`src/sv/scl_pkg.sv`:
```
// ============================================================================
// Shell command line checker package
// Shared constants, codes and types for the command line checker.
// ============================================================================
package scl_pkg;

    localparam int MAX_STAGES    = 16;
    localparam int MAX_ARG_SLOTS = 64;

    localparam int STAGE_LOG = (MAX_STAGES > 1) ? $clog2(MAX_STAGES) : 1;
    localparam int STAGE_W   = (STAGE_LOG > 4) ? STAGE_LOG : 4;
    localparam int SLOT_W    = $clog2(MAX_ARG_SLOTS + 1);
    localparam int ARG_W     = 6;
    localparam int ARG_LAST  = 63;

    localparam logic [STAGE_W-1:0] STAGE_LAST = STAGE_W'(MAX_STAGES - 1);
    localparam logic [SLOT_W:0]    SLOT_LIMIT = (SLOT_W + 1)'(MAX_ARG_SLOTS);

    localparam logic [7:0] CH_EOL   = 8'h00;
    localparam logic [7:0] CH_SPACE = 8'h20;
    localparam logic [7:0] CH_TAB   = 8'h09;
    localparam logic [7:0] CH_CR    = 8'h0d;
    localparam logic [7:0] CH_PIPE  = 8'h7c;
    localparam logic [7:0] CH_AMP   = 8'h26;
    localparam logic [7:0] CH_LESS  = 8'h3c;
    localparam logic [7:0] CH_GREAT = 8'h3e;
    localparam logic [7:0] CH_UNDER = 8'h5f;
    localparam logic [7:0] CH_DASH  = 8'h2d;
    localparam logic [7:0] CH_DOT   = 8'h2e;
    localparam logic [7:0] CH_COMMA = 8'h2c;
    localparam logic [7:0] CH_SLASH = 8'h2f;
    localparam logic [7:0] CH_TILDE = 8'h7e;
    localparam logic [7:0] CH_PLUS  = 8'h2b;

    localparam logic [2:0] PH_START = 3'd0;
    localparam logic [2:0] PH_ARGS  = 3'd1;
    localparam logic [2:0] PH_AFTER = 3'd2;
    localparam logic [2:0] PH_NAME  = 3'd3;
    localparam logic [2:0] PH_AMP   = 3'd4;
    localparam logic [2:0] PH_ERR   = 3'd5;

    localparam logic [3:0] ROLE_SPACE = 4'd0;
    localparam logic [3:0] ROLE_ARG   = 4'd1;
    localparam logic [3:0] ROLE_IN    = 4'd2;
    localparam logic [3:0] ROLE_OUT   = 4'd3;
    localparam logic [3:0] ROLE_PIPE  = 4'd4;
    localparam logic [3:0] ROLE_AMP   = 4'd5;
    localparam logic [3:0] ROLE_LESS  = 4'd6;
    localparam logic [3:0] ROLE_GREAT = 4'd7;
    localparam logic [3:0] ROLE_IGN   = 4'd8;

    localparam logic [3:0] ERR_NONE     = 4'd0;
    localparam logic [3:0] ERR_EMPTY    = 4'd1;
    localparam logic [3:0] ERR_AMP      = 4'd2;
    localparam logic [3:0] ERR_DUP_IN   = 4'd3;
    localparam logic [3:0] ERR_DUP_OUT  = 4'd4;
    localparam logic [3:0] ERR_BAD_NAME = 4'd5;
    localparam logic [3:0] ERR_NO_NAME  = 4'd6;
    localparam logic [3:0] ERR_AFTER    = 4'd7;
    localparam logic [3:0] ERR_STAGES   = 4'd8;
    localparam logic [3:0] ERR_ARGS     = 4'd9;

    typedef struct packed {
        logic eol;
        logic blank;
        logic special;
        logic pipe;
        logic amp;
        logic less;
        logic name_ok;
    } cls_t;

    typedef struct packed {
        logic [3:0]       role;
        logic             token_start;
        logic [3:0]       stage_index;
        logic [ARG_W-1:0] argument_index;
        logic             line_done;
        logic             line_ok;
        logic [3:0]       error_code;
        logic             background;
    } res_t;

endpackage

```
`src/sv/scl_classify.sv`:
```
// ============================================================================
// Byte classifier
// Sorts one command line byte into end of line, blank, special or word
// and checks it against the legal filename set.
// ============================================================================
module scl_classify
    import scl_pkg::*;
(
    input  logic [7:0] ch,
    output cls_t       cls
);

    logic is_digit;
    logic is_upper;
    logic is_lower;
    logic is_punct;

    assign is_digit = (ch >= 8'h30) && (ch <= 8'h39);
    assign is_upper = (ch >= 8'h41) && (ch <= 8'h5a);
    assign is_lower = (ch >= 8'h61) && (ch <= 8'h7a);
    assign is_punct = (ch == CH_UNDER) || (ch == CH_DASH) || (ch == CH_DOT)
                   || (ch == CH_COMMA) || (ch == CH_SLASH) || (ch == CH_TILDE)
                   || (ch == CH_PLUS);

    always_comb
    begin
        cls.eol     = (ch == CH_EOL);
        cls.blank   = (ch == CH_SPACE) || ((ch >= CH_TAB) && (ch <= CH_CR));
        cls.pipe    = (ch == CH_PIPE);
        cls.amp     = (ch == CH_AMP);
        cls.less    = (ch == CH_LESS);
        cls.special = cls.pipe || cls.amp || cls.less || (ch == CH_GREAT);
        cls.name_ok = is_digit || is_upper || is_lower || is_punct;
    end

endmodule

```
`src/sv/scl_step.sv`:
```
// ============================================================================
// Line state and tagging
// Holds the parse state of the current line, tags each accepted byte
// and produces the verdict on the end of line byte.
// ============================================================================
module scl_step
    import scl_pkg::*;
(
    input  logic clk,
    input  logic rst_n,
    input  logic advance,
    input  cls_t cls,
    output res_t res
);

    logic [2:0]         phase_reg, phase_next;
    logic               tok_reg, tok_next;
    logic               redir_reg, redir_next;
    logic               in_seen_reg, in_seen_next;
    logic               out_seen_reg, out_seen_next;
    logic [STAGE_W-1:0] stage_reg, stage_next;
    logic [SLOT_W-1:0]  slot_reg, slot_next;
    logic [ARG_W-1:0]   args_reg, args_next;
    logic [3:0]         err_reg, err_next;
    logic               bg_reg, bg_next;

    logic       fail;
    logic [3:0] fail_code;
    logic       take;
    logic [3:0] err_final;

    always_comb
    begin
        phase_next    = phase_reg;
        tok_next      = tok_reg;
        redir_next    = redir_reg;
        in_seen_next  = in_seen_reg;
        out_seen_next = out_seen_reg;
        stage_next    = stage_reg;
        slot_next     = slot_reg;
        args_next     = args_reg;
        err_next      = err_reg;
        bg_next       = bg_reg;

        fail      = 1'b0;
        fail_code = ERR_NONE;
        take      = 1'b0;
        err_final = ERR_NONE;

        res.role           = ROLE_IGN;
        res.token_start    = 1'b0;
        res.stage_index    = stage_reg[3:0];
        res.argument_index = '0;
        res.line_done      = 1'b0;
        res.line_ok        = 1'b0;
        res.error_code     = ERR_NONE;
        res.background     = 1'b0;

        priority if (cls.eol)
        begin
            res.line_done = 1'b1;
            if (phase_reg == PH_START)
            begin
                fail      = 1'b1;
                fail_code = ERR_EMPTY;
            end
            else if ((phase_reg == PH_NAME) && !tok_reg)
            begin
                fail      = 1'b1;
                fail_code = ERR_NO_NAME;
            end
            err_final = (err_reg != ERR_NONE) ? err_reg : fail_code;
            res.error_code = err_final;
            res.line_ok    = (err_final == ERR_NONE);
            res.background = (err_final == ERR_NONE)
                          && (bg_reg || (phase_reg == PH_AMP));
        end
        else if (phase_reg == PH_ERR)
        begin
            res.role = ROLE_IGN;
        end
        else if (cls.blank)
        begin
            res.role = ROLE_SPACE;
            if ((phase_reg == PH_NAME) && tok_reg)
            begin
                phase_next = PH_AFTER;
            end
            tok_next = 1'b0;
        end
        else if (cls.special)
        begin
            res.token_start = 1'b1;
            priority if (cls.pipe)
            begin
                res.role = ROLE_PIPE;
            end
            else if (cls.amp)
            begin
                res.role = ROLE_AMP;
            end
            else if (cls.less)
            begin
                res.role = ROLE_LESS;
            end
            else
            begin
                res.role = ROLE_GREAT;
            end
            tok_next = 1'b0;
            unique case (phase_reg)
                PH_START:
                begin
                    fail      = 1'b1;
                    fail_code = ERR_EMPTY;
                end
                PH_NAME:
                begin
                    if (!tok_reg)
                    begin
                        fail      = 1'b1;
                        fail_code = ERR_BAD_NAME;
                    end
                    else
                    begin
                        take = 1'b1;
                    end
                end
                PH_ARGS:
                begin
                    slot_next = slot_reg + 1'b1;
                    take      = 1'b1;
                end
                PH_AFTER:
                begin
                    take = 1'b1;
                end
                default:
                begin
                    fail      = 1'b1;
                    fail_code = ERR_AMP;
                end
            endcase
            if (take)
            begin
                priority if (cls.pipe)
                begin
                    if (stage_reg == STAGE_LAST)
                    begin
                        fail      = 1'b1;
                        fail_code = ERR_STAGES;
                    end
                    else
                    begin
                        stage_next = stage_reg + 1'b1;
                        args_next  = '0;
                        phase_next = PH_START;
                    end
                end
                else if (cls.amp)
                begin
                    phase_next = PH_AMP;
                end
                else if (cls.less)
                begin
                    if (in_seen_reg)
                    begin
                        fail      = 1'b1;
                        fail_code = ERR_DUP_IN;
                    end
                    else
                    begin
                        in_seen_next = 1'b1;
                        redir_next   = 1'b0;
                        phase_next   = PH_NAME;
                    end
                end
                else
                begin
                    if (out_seen_reg)
                    begin
                        fail      = 1'b1;
                        fail_code = ERR_DUP_OUT;
                    end
                    else
                    begin
                        out_seen_next = 1'b1;
                        redir_next    = 1'b1;
                        phase_next    = PH_NAME;
                    end
                end
            end
        end
        else
        begin
            priority if ((phase_reg == PH_START) || (phase_reg == PH_ARGS))
            begin
                res.role = ROLE_ARG;
                if (tok_reg)
                begin
                    res.argument_index = args_reg - 1'b1;
                end
                else
                begin
                    res.token_start = 1'b1;
                    if ((args_reg >= ARG_W'(ARG_LAST))
                        || (({1'b0, slot_reg} + (SLOT_W + 1)'(2)) > SLOT_LIMIT))
                    begin
                        fail      = 1'b1;
                        fail_code = ERR_ARGS;
                    end
                    else
                    begin
                        res.argument_index = args_reg;
                        args_next  = args_reg + 1'b1;
                        slot_next  = slot_reg + 1'b1;
                        tok_next   = 1'b1;
                        phase_next = PH_ARGS;
                    end
                end
            end
            else if (phase_reg == PH_NAME)
            begin
                res.role        = redir_reg ? ROLE_OUT : ROLE_IN;
                res.token_start = !tok_reg;
                if (!cls.name_ok)
                begin
                    fail      = 1'b1;
                    fail_code = ERR_BAD_NAME;
                end
                else
                begin
                    tok_next = 1'b1;
                end
            end
            else if (phase_reg == PH_AFTER)
            begin
                res.role        = ROLE_ARG;
                res.token_start = 1'b1;
                fail            = 1'b1;
                fail_code       = ERR_AFTER;
            end
            else
            begin
                res.role        = ROLE_ARG;
                res.token_start = 1'b1;
                fail            = 1'b1;
                fail_code       = ERR_AMP;
            end
        end

        if (fail)
        begin
            phase_next = PH_ERR;
            tok_next   = 1'b0;
            if (err_reg == ERR_NONE)
            begin
                err_next = fail_code;
            end
        end

        if (cls.eol)
        begin
            phase_next    = PH_START;
            tok_next      = 1'b0;
            redir_next    = 1'b0;
            in_seen_next  = 1'b0;
            out_seen_next = 1'b0;
            stage_next    = '0;
            slot_next     = '0;
            args_next     = '0;
            err_next      = ERR_NONE;
            bg_next       = 1'b0;
        end
    end

    always_ff @(posedge clk or negedge rst_n)
    begin
        if (!rst_n)
        begin
            phase_reg    <= PH_START;
            tok_reg      <= 1'b0;
            redir_reg    <= 1'b0;
            in_seen_reg  <= 1'b0;
            out_seen_reg <= 1'b0;
            stage_reg    <= '0;
            slot_reg     <= '0;
            args_reg     <= '0;
            err_reg      <= ERR_NONE;
            bg_reg       <= 1'b0;
        end
        else if (advance)
        begin
            phase_reg    <= phase_next;
            tok_reg      <= tok_next;
            redir_reg    <= redir_next;
            in_seen_reg  <= in_seen_next;
            out_seen_reg <= out_seen_next;
            stage_reg    <= stage_next;
            slot_reg     <= slot_next;
            args_reg     <= args_next;
            err_reg      <= err_next;
            bg_reg       <= bg_next;
        end
    end

endmodule

```
`src/sv/scl_outbuf.sv`:
```
// ============================================================================
// Result buffer
// Output register with a skid stage so the input side keeps moving
// while a result waits to be taken.
// ============================================================================
module scl_outbuf
    import scl_pkg::*;
(
    input  logic clk,
    input  logic rst_n,
    input  logic push,
    input  res_t push_res,
    output logic full,
    output logic res_valid,
    input  logic res_stall,
    output res_t res
);

    logic out_valid_reg;
    logic skid_valid_reg;
    res_t out_reg;
    res_t skid_reg;
    logic pop;

    assign pop       = out_valid_reg && !res_stall;
    assign full      = skid_valid_reg;
    assign res_valid = out_valid_reg;
    assign res       = out_reg;

    always_ff @(posedge clk or negedge rst_n)
    begin
        if (!rst_n)
        begin
            out_valid_reg  <= 1'b0;
            skid_valid_reg <= 1'b0;
        end
        else
        begin
            priority if (skid_valid_reg)
            begin
                if (pop)
                begin
                    skid_valid_reg <= 1'b0;
                end
            end
            else if (push)
            begin
                if (out_valid_reg && !pop)
                begin
                    skid_valid_reg <= 1'b1;
                end
                else
                begin
                    out_valid_reg <= 1'b1;
                end
            end
            else
            begin
                if (pop)
                begin
                    out_valid_reg <= 1'b0;
                end
            end
        end
    end

    always_ff @(posedge clk)
    begin
        priority if (skid_valid_reg)
        begin
            if (pop)
            begin
                out_reg <= skid_reg;
            end
        end
        else
        begin
            if (push)
            begin
                if (out_valid_reg && !pop)
                begin
                    skid_reg <= push_res;
                end
                else
                begin
                    out_reg <= push_res;
                end
            end
        end
    end

endmodule

```
`src/sv/shell_command_line_checker_core.sv`:
```
// ============================================================================
// Shell command line checker
// Tags each byte of a command line and reports the line verdict.
// ============================================================================
// One byte enters per cycle while ch_stall is low; each byte yields exactly
// one transaction on the result side via the output register. The parse
// state update is a single pass of logic, so bytes may follow back to back;
// a two-entry result buffer keeps ch_stall low until two results are waiting
// on a stalled output. A zero byte ends the line: its transaction carries
// line_done, line_ok, error_code and background, and the parse state returns
// to its reset value for the next line.
module shell_command_line_checker_core
    import scl_pkg::*;
(
    input  logic             clk,
    input  logic             rst_n,
    input  logic             ch_valid,
    output logic             ch_stall,
    input  logic [7:0]       ch,
    output logic             res_valid,
    input  logic             res_stall,
    output logic [3:0]       role,
    output logic             token_start,
    output logic [3:0]       stage_index,
    output logic [ARG_W-1:0] argument_index,
    output logic             line_done,
    output logic             line_ok,
    output logic [3:0]       error_code,
    output logic             background
);

    cls_t cls;
    res_t step_res;
    res_t buf_res;
    logic buf_full;
    logic accept;

    assign ch_stall = buf_full;
    assign accept   = ch_valid && !buf_full;

    scl_classify u_classify
    (
        .ch  (ch),
        .cls (cls)
    );

    scl_step u_step
    (
        .clk     (clk),
        .rst_n   (rst_n),
        .advance (accept),
        .cls     (cls),
        .res     (step_res)
    );

    scl_outbuf u_outbuf
    (
        .clk       (clk),
        .rst_n     (rst_n),
        .push      (accept),
        .push_res  (step_res),
        .full      (buf_full),
        .res_valid (res_valid),
        .res_stall (res_stall),
        .res       (buf_res)
    );

    assign role           = buf_res.role;
    assign token_start    = buf_res.token_start;
    assign stage_index    = buf_res.stage_index;
    assign argument_index = buf_res.argument_index;
    assign line_done      = buf_res.line_done;
    assign line_ok        = buf_res.line_ok;
    assign error_code     = buf_res.error_code;
    assign background     = buf_res.background;

`ifndef SYNTHESIS
    a_done_tag: assert property (@(posedge clk) disable iff (!rst_n)
        res_valid && line_done |-> (role == ROLE_IGN) && !token_start)
        else $error("end of line transaction carries a byte tag");

    a_err_verdict: assert property (@(posedge clk) disable iff (!rst_n)
        res_valid && (error_code != ERR_NONE) |-> line_done && !line_ok)
        else $error("error code outside a failed verdict");

    a_bg_ok: assert property (@(posedge clk) disable iff (!rst_n)
        res_valid && (background || line_ok) |-> line_done && line_ok)
        else $error("background or ok flag outside an accepted verdict");

    a_skid_order: assert property (@(posedge clk) disable iff (!rst_n)
        ch_stall |-> res_valid)
        else $error("skid entry held while output register empty");
`endif

endmodule
```
`config.mk`:
```
export PLATFORM = sky130hd
export DESIGN_NAME = shell_command_line_checker_core
export DESIGN_NICKNAME = d
export VERILOG_FILES = /design/src/sv/scl_pkg.sv /design/src/sv/scl_classify.sv /design/src/sv/scl_step.sv /design/src/sv/scl_outbuf.sv /design/src/sv/shell_command_line_checker_core.sv
export SDC_FILE = /design/constraint.sdc
export NUM_CORES = 1
export LEC_CHECK = 0
export BUFFER_PORTS_ARGS = -buffer_cell sky130_fd_sc_hd__buf_2
export CORE_ASPECT_RATIO = 0.6
export CORE_UTILIZATION = 40
export CTS_CLUSTER_SIZE = 24
export DETAILED_ROUTE_END_ITERATION = 12
export GPL_TIMING_DRIVEN = 1
export PLACE_DENSITY = 0.64
export SYNTH_ARGS = -nofsm -noshare
export SYNTH_HDL_FRONTEND = slang
export SYNTH_HIERARCHICAL = 1
export SYNTH_SLANG_ARGS = --single-unit
export TNS_END_PERCENT = 20
```
`constraint.sdc`:
```
create_clock -name clk -period 4.05 [get_ports clk]
set_input_delay 1.215 -clock clk [delete_from_list [all_inputs] [get_ports clk]]
set_output_delay 1.215 -clock clk [all_outputs]
set_load 0.05 [all_outputs]
```
Word-level counts from Yosys, hierarchy flattened
Cells that the tools add are included.
W data, S select, Z words.
{"block": "totals", "reg_bits": 74, "latch_bits": 0, "ram_bits": 0, "mem_bits_ro": 0, "in_bits": 12, "output_inout_bits": 24, "word_cells": 304, "n_memories": 0}
{"block": "op_classes", "add_sub_neg": 5, "n_mul": 0, "div": 0, "order_cmp": 10, "n_eq_ne": 43, "shifts": 0, "mux": 159, "bitwise_logic": 1, "n_reduce_logical": 59}
{"cell": "$mux W4", "n": 29}
{"cell": "$mux W6", "n": 17}
{"cell": "$mux W22", "n": 4}
{"cell": "$eq A8 B6 Y1 const B", "n": 9}
{"cell": "$mux W1", "n": 71}
{"cell": "$mux W3", "n": 22}
{"cell": "$mux W7", "n": 9}
{"cell": "$eq A8 B7 Y1 const B", "n": 3}
{"cell": "$mux W5", "n": 4}
{"cell": "$reduce_and A9 Y1", "n": 2}
{"cell": "$ge A8 B7 Y1 const B", "n": 2}
{"cell": "$le A8 B7 Y1 const B", "n": 2}
{"cell": "$ne A8 B8 Y1 const B", "n": 2}
{"cell": "$reduce_and A8 Y1", "n": 2}
{"cell": "$reduce_bool A2 Y1", "n": 8}
{"cell": "$logic_or A1 B1 Y1", "n": 15}
{"cell": "$ne A3 B3 Y1 const B", "n": 5}
{"cell": "$reduce_and A7 Y1", "n": 2}
{"cell": "$pmux W4 S3", "n": 1}
{"cell": "$reduce_and A3 Y1", "n": 4}
{"cell": "$reduce_bool A6 Y1", "n": 2}
{"cell": "$logic_and A1 B1 Y1", "n": 10}
{"cell": "$ne A2 B1 Y1 const B", "n": 5}
{"cell": "$reduce_and A10 Y1", "n": 1}
{"cell": "34 further kinds", "n": 46}

Depth between registers and ports, before layout
Gate-level depths: netlist of run 1.
{"block": "logic_depth", "depth_word": 17, "ltp_mapped": 12, "mapped_depth_nobuf": 11}

Hierarchy
Netlist of run 1, hierarchy kept.
{"mod": "scl_step", "n_inst": 1, "cells_per_inst": 314, "area_each_um2": 2359.8, "seq_area_each_um2": 700.7}
{"mod": "scl_outbuf", "n_inst": 1, "cells_per_inst": 81, "area_each_um2": 1776.7, "seq_area_each_um2": 1371.3}
{"mod": "scl_classify", "n_inst": 1, "cells_per_inst": 31, "area_each_um2": 202.7, "seq_area_each_um2": 0.0}
{"mod": "shell_command_line_checker_core", "n_inst": 1, "cells_per_inst": 1, "area_each_um2": 13.8, "seq_area_each_um2": 0.0}

Worst setup path before layout of run 1
Ideal clock, no wire load.
{"block": "synth_path", "path_type": "input port to flip-flop", "startpoint": "in ch_valid", "endpoint": "reg u_outbuf.out_reg, in the netlist u_outbuf/res[0], enable pin", "setup_time_ns": 0.435, "arrival_ns": 3.153, "t_required_ns": 3.615, "setup_slack_ns": 0.462, "stages": 3, "path_buffers": 0, "path_cell_list": "nor2b_4 nand2b_1 a21boi_0"}
{"block": "synth_between", "elab_chain_len": 3}
{"element": "from (decl)", "line_no": "shell_command_line_checker_core.sv:17", "source": "input logic ch_valid,"}
{"element": "$logic_and A1 B1 Y1", "line_no": "shell_command_line_checker_core.sv:39", "source": "assign accept = ch_valid && !buf_full;"}
{"element": "$reduce_bool A2 Y1 (no line)"}
{"element": "$reduce_and A3 Y1 (no line)"}
{"element": "to (signal assigned)", "line_no": "scl_outbuf.sv:73", "source": "out_reg <= skid_reg;"}
{"element": "to (signal assigned)", "line_no": "scl_outbuf.sv:86", "source": "out_reg <= push_res;"}
{"element": "to (decl)", "line_no": "scl_outbuf.sv:21", "source": "res_t out_reg;"}
No other way between the ends.
A chain may end at the register's enable or synchronous reset.

==> impl_metrics.py, run 1 <==
metrics = {
    "floorplan": {
        "core_um2": 10600,
        "dieArea_um2": 11300,
        "die_h_um": 82.8,
        "rows": 29,
        "ios": 36,
        "initial_core_util_pct": 41.2,
        "die_x_um": 137,
    },
    "timing": {
        "setup_violations": 0,
        "setup_tns_ns": 0,
        "fmax_mhz": 272,
        "min_period_ns": 3.68,
        "hold_violations": 0,
        "rsz0062_at_grt": "no",
        "min_period_over_period_pct": 90.8,
        "slew_violations": 0,
        "slew-limit-headroom_pct": 52.9,
        "worst_pin_slew_ns": 0.702,
        "clock_skew_ns": 0.00684,
    },
    "power_and_ir_drop": {
        "swShare_pct": 39.7,
        "combPwrFrac_pct": 38.4,
        "p_per_area_nw_per_um2": 624,
        "p_clk_share_pct": 25.2,
        "seq_power_share_pct": 36.4,
        "p_switching_uw": 1230,
        "power_uw": 3090,
        "vdd_drop_max_uv": 332,
        "internal_power_uw": 1860,
        "leakage_uw": 0.00200,
    },
    "logic_synthesis": {
        "yosys_warnings": 6,
        "synthesis.nets": 445,
        "ys_async_sr_fraction_pct": 40.5,
        "netlist_area_um2": 4350,
        "synth_edf_count": 44,
        "ys_types": 71,
        "avgSynthCellArea_um2": 10.2,
        "synth_ff_type": "edfxtp_1",
        "ys_ff_latch": 74,
        "synth_cells": 427,
        "seq_area_frac_synth_pct": 47.6,
    },
    "global_routing": {
        "grt_usage_pct": 17.9,
        "grt_max_degree": 31,
        "antenna_found_initial": 0,
        "grt_pass1_vias": 3144,
        "grt_pass1_wl_mm": 15.9,
        "overflow": 0,
    },
    "finish": {
        "layout.nets": 478,
        "layout-drive-gt1-share_pct": 23.0,
        "mostFrequentLayoutCell": "nand2_1",
        "layout.area.seq_um2": 2070,
        "multi_input_area_um2": 2070,
        "final_cell_mix": "nand2_1, edfxtp_1, buf_2, dfrtp_1",
        "utilization_pct": 46.9,
        "antenna_cells": 0,
        "fill_cells": 976,
        "synthToLayoutAreaGrowth_pct": 13.8,
    },
    "cts": {
        "cts_buffer_depth": 2,
        "clkLatencyLatePin_ns": 0.34,
        "clk_pin_slew_ns": 0.06,
        "hold_buffers": 0,
        "numCtsBuffers": 9,
        "cts_resized": 0,
        "cts_tree": "built",
        "post_cts_buffers": 0,
        "cts.htree.levels": 3,
        "cts_sinks": 74,
        "root_buffer": "clkbuf_16",
    },
    "critical_path": {
        "max_stage_delay_ns": 0.55,
        "crit_path_max_fanout": 22,
        "critPathArrivalTime_ns": 3.95,
        "start_kind": "input pin",
        "end_kind": "flip-flop",
        "critical_path_required_ns": 4.32,
        "crit_buf_inv": 2,
        "cp_slowest_cell": "or4_1",
        "cp_top_family": "simple AND/OR/NAND/NOR gates",
        "path_cells": "buf_2 > nor2b_1 > nand3b_1 > nor3_2 > a31o_2 > buf_4 > nor3_1 > and4bb_2 > o21ai_1 > or4_1 > nand3_1",
        "path_class": "in2reg",
    },
    "routing": {
        "routed_wl_mm": 9.61,
        "viasPerCell": 5.69,
        "route.detailed.drc": 0,
        "post_drt_wl_per_cell_um": 15.9,
        "first_pass_iters": 5,
        "num_vias": 3435,
        "ant_nets": 0,
        "initialDrtViolationCount": 303,
    },
    "placement": {
        "dp_hpwl_mm": 6.79,
        "port_buffers": 35,
        "gp_congestion": 0.884,
    },
    "job": {
        "drv_cap": 0,
    },
    "min_path": {
        "hp-class": "reg2reg",
    },
    "status": {
        "outcome": "finished clean",
    },
}
[worst reg2reg max path, delay by kind of cell, from the launching register on]
| kind | cells | cell delay [ns] |
|---|---|---|
| compound gates | 3 | 0.92 |
| simple gates | 2 | 0.63 |
| flops | 1 | 0.47 |
| mux | 1 | 0.33 |
| fa+ha+maj | 1 | 0.30 |
| xor+xnor | 1 | 0.19 |
[stage by stage]
step / worst slack [ns] / hold slack, ns / area [µm²] / instances
final: 0.374 / 0.539 / 4950 / 604
after global routing: 0.253 / 0.556 / 4950 / 604
after CTS: 0.428 / 0.539 / 4950 / 604
after detailed placement: 0.0838 / 0.526 / 4670 / 588
after global placement: 0.216 / 0.520 / 4670 / 588
after floorplan: 0.462 / 0.473 / 4350 / 427
[Yosys cell counts, drive strengths merged, types with 11 or more instances]
cell | count | area share, %
nand2 | 47 | 4.1
a21oi | 26 | 3.0
nor3 | 22 | 2.9
o21ai | 35 | 4.0
nand3 | 21 | 2.5
clkbuf | 17 | 1.5
inv | 13 | 1.1
and3 | 11 | 1.6
buf | 11 | 2.5
mux2 | 26 | 8.5
dfrtp | 30 | 17
nor2 | 28 | 2.4
edfxtp | 44 | 30
[layer usage]
layer | GRT usage, % | vias to the layer above | share of wire (%)
met5 | 0 | - | 0
li1 | - | 1647 | -
met4 | 5.25 | 0 | 1.2
met2 | 25.4 | 98 | 42
met1 | 26.8 | 1677 | 52
met3 | 4.46 | 13 | 4.8
[final timing paths]
| path | from | to | slack, ns | cells after the start |
|---|---|---|---|---|
| max | ch[5] | u_step/slot_reg[6] | 0.37 | 11 |
| min | u_step/redir_reg | u_step/redir_reg | 0.54 | 2 |
| max reg2reg | u_step/slot_reg[2] | u_step/err_reg[3] | 1.09 | 8 |
| min reg2reg | u_step/redir_reg | u_step/redir_reg | 0.54 | 2 |
| max in group asynchronous | rst_n | u_step/phase_reg[1] | 2.66 | 1 |
| min in group asynchronous | rst_n | u_step/args_reg[0] | 0.93 | 1 |
[logic make-up (layout without fill, tap and decap cells)]
logic type	Yosys count	in the layout	share of synthesized area (%)
multiplexers	29	29	9.14
buffers and inverters	41	79	5.06
XOR/XNOR	5	5	1.01
AO/OA/AOI/OAI	104	104	15.2
AND/OR/NAND/NOR	168	168	20.2
flip-flops	74	74	47.6
adder cells (fa/ha/maj)	6	6	1.72
[power groups by stage]
stage | combinational (µW) | clock, µW | sequential, µW
after floorplan | 674 | 0 | 1420
after global placement | 1170 | 0 | 1130
after detailed placement | 1180 | 0 | 1140
after CTS | 1190 | 796 | 1120
after global routing | 1280 | 824 | 1150
final | 1190 | 779 | 1130
[final cells by class]
| cell class | count | share of cell area (%) |
|---|---|---|
| well taps | 139 | 3.51 |
| repair buffers | 50 | 6.06 |
| clock inverters | 5 | 1.11 |
| clock buffers | 11 | 4.70 |
| inverters | 13 | 0.985 |
| multi-input cells | 312 | 41.8 |
| flip-flops and latches | 74 | 41.8 |
No activity file was read; power rests on OpenSTA's default activity.
==> inputs of run 2 (changes only) <==
--- a/config.mk
+++ b/config.mk
@@ -5,13 +5,15 @@
 export SDC_FILE = /design/constraint.sdc
 export NUM_CORES = 1
 export LEC_CHECK = 0
+export ABC_CLOCK_PERIOD_IN_PS = 4050
 export BUFFER_PORTS_ARGS = -buffer_cell sky130_fd_sc_hd__buf_2
-export CORE_ASPECT_RATIO = 0.6
+export CELL_PAD_IN_SITES_DETAIL_PLACEMENT = 1
+export CELL_PAD_IN_SITES_GLOBAL_PLACEMENT = 1
 export CORE_UTILIZATION = 40
 export CTS_CLUSTER_SIZE = 24
 export DETAILED_ROUTE_END_ITERATION = 12
 export GPL_TIMING_DRIVEN = 1
-export PLACE_DENSITY = 0.64
+export PLACE_DENSITY = 0.76
 export SYNTH_ARGS = -nofsm -noshare
 export SYNTH_HDL_FRONTEND = slang
 export SYNTH_HIERARCHICAL = 1
==> run 2 against run 1 <==
  * Critical endpoint is now u_step/err_reg[1]
  * First-iteration DRC count is 33% lower
  * Critical path type unchanged
  * Die area down 0.12%
  * Clock skew is 0.0066 ns higher
  * Register-to-register slack barely moved
  * Count of clock-buffer cells in the layout shrank 2
==> impl_metrics.py, run 2 (same netlist as run 1, synthesis figures left out) <==
metrics = {
    "timing": {
        "slew_violations": 0,
        "clock_skew_ns": 0.0134,
        "rsz0062_at_grt": "no",
        "hold_violations": 0,
        "slew-limit-headroom_pct": 49.3,
        "setup_tns_ns": 0,
        "min_period_over_period_pct": 87.3,
        "fmax_mhz": 283,
        "min_period_ns": 3.54,
        "setup_violations": 0,
        "worst_pin_slew_ns": 0.753,
    },
    "global_routing": {
        "antenna_found_initial": 0,
        "grt_max_degree": 31,
        "grt_pass1_wl_mm": 18.1,
        "grt_usage_pct": 20.5,
        "grt_pass1_vias": 3528,
        "overflow": 0,
    },
    "min_path": {
        "min_path_cells": 1,
        "hp-class": "reg2reg",
        "hp-start": "u_outbuf/skid_reg[9]",
        "min_to": "u_outbuf/res[9]",
    },
    "cts": {
        "cts.htree.levels": 3,
        "cts_tree": "built",
        "numCtsBuffers": 9,
        "clkLatencyLatePin_ns": 0.36,
        "post_cts_buffers": 0,
        "cts_sinks": 74,
        "cts_resized": 0,
        "root_buffer": "clkbuf_8",
        "hold_buffers": 0,
        "cts_buffer_depth": 2,
        "clk_pin_slew_ns": 0.08,
    },
    "finish": {
        "layout.nets": 479,
        "synthToLayoutAreaGrowth_pct": 11.4,
        "utilization_pct": 46.6,
        "mostFrequentLayoutCell": "nand2_1",
        "final_cell_mix": "nand2_1, edfxtp_1, buf_2, dfrtp_1, nor2_1",
        "multi_input_area_um2": 2070,
        "antenna_cells": 0,
        "fill_cells": 1171,
        "layout.area.seq_um2": 2070,
        "layout-drive-gt1-share_pct": 23.0,
    },
    "routing": {
        "route.detailed.drc": 0,
        "num_vias": 3416,
        "first_pass_iters": 4,
        "viasPerCell": 5.67,
        "routed_wl_mm": 10.6,
        "post_drt_wl_per_cell_um": 17.6,
        "initialDrtViolationCount": 203,
        "ant_nets": 0,
    },
    "critical_path": {
        "cp_slowest_cell": "mux2i_1",
        "critical_path_required_ns": 4.30,
        "r2r_start": "u_step/slot_reg[2]",
        "critPathArrivalTime_ns": 3.79,
        "start_kind": "input pin",
        "cpMostUsedCell": "nand2_1",
        "path_class": "in2reg",
        "crit_path_max_fanout": 8,
        "r2r_slack_ns": 1.08,
        "end_kind": "flip-flop",
        "max_stage_delay_ns": 0.37,
        "reg2reg_to": "u_step/err_reg[1]",
        "path_cells": "buf_2 > nand2_1 > nor3b_2 > nand2_1 > nor3_1 > mux2i_1 > nand2b_1 > nand3_1 > a311oi_1 > o31a_1 > nor3_4 > mux2_4",
        "rr_worst_depth": 8,
    },
    "status": {
        "outcome": "finished clean",
    },
    "floorplan": {
        "rows": 37,
        "ios": 36,
        "initial_core_util_pct": 41.8,
        "die_x_um": 106,
        "die_h_um": 106,
        "dieArea_um2": 11300,
        "core_um2": 10400,
    },
    "power_and_ir_drop": {
        "p_per_area_nw_per_um2": 597,
        "internal_power_uw": 1670,
        "vdd_drop_max_uv": 351,
        "seq_power_share_pct": 38.7,
        "swShare_pct": 42.3,
        "leakage_uw": 0.00196,
        "p_switching_uw": 1230,
        "combPwrFrac_pct": 41.4,
        "p_clk_share_pct": 19.9,
    },
    "placement": {
        "port_buffers": 35,
        "dp_hpwl_mm": 7.64,
        "gp_congestion": 0.885,
    },
    "job": {
        "drv_cap": 0,
    },
}
run 2: critical path: cells and delay by family:
kind | cells | cell delay, ns
buffers and inverters | 1 | 0.15
multiplexers | 2 | 0.70
AND/OR/NAND/NOR | 7 | 1.11
AO/OA/AOI/OAI | 2 | 0.60
run 2: worst max path at each step:
stage | end | start | slack [ns] | cells after the start
2_1_floorplan | u_outbuf/res[0] | ch_valid | 0.46 | 3
3_3_place_gp | u_step/err_reg[3] | ch[3] | 0.32 | 12
3_5_place_dp | u_step/err_reg[1] | ch[3] | 0.17 | 12
4_1_cts | u_step/err_reg[1] | ch[3] | 0.55 | 12
5_1_grt | u_step/err_reg[3] | ch[3] | 0.29 | 12
6_report | u_step/err_reg[1] | ch[3] | 0.51 | 12
run 2: power groups by stage:
stage	combinational (µW)	clock, µW	sequential, µW
6_report	1200	576	1120
5_1_grt	1300	619	1140
4_1_cts	1210	590	1120
3_5_place_dp	1200	0	1140
3_3_place_gp	1170	0	1120
2_1_floorplan	674	0	1420
run 2: layer usage:
layer / part of all wire [%] / GRT usage, %
met3: 4.1 / 3.19
met5: 0 / 0
met4: 1.9 / 8.04
met2: 49 / 34.1
met1: 45 / 26.7
run 2: area by class of cell:
class | instances | share of cell area (%)
clock inverters | 7 | 1.44
well taps | 136 | 3.51
repair buffers | 51 | 6.09
clock buffers | 9 | 2.55
multi-input cells | 312 | 42.7
inverters | 13 | 1.01
flip-flops and latches | 74 | 42.7
run 2: stage by stage:
stage / hold slack [ns] / total power [µW] / cells / worst slack (ns) / cell area [µm²]
6_report: 0.541 / 2890 / 602 / 0.515 / 4850
5_1_grt: 0.555 / 3060 / 602 / 0.289 / 4850
4_1_cts: 0.546 / 2920 / 602 / 0.548 / 4850
3_5_place_dp: 0.532 / 2340 / 586 / 0.170 / 4660
3_3_place_gp: 0.526 / 2300 / 586 / 0.318 / 4660
2_1_floorplan: 0.473 / 2090 / 427 / 0.462 / 4350
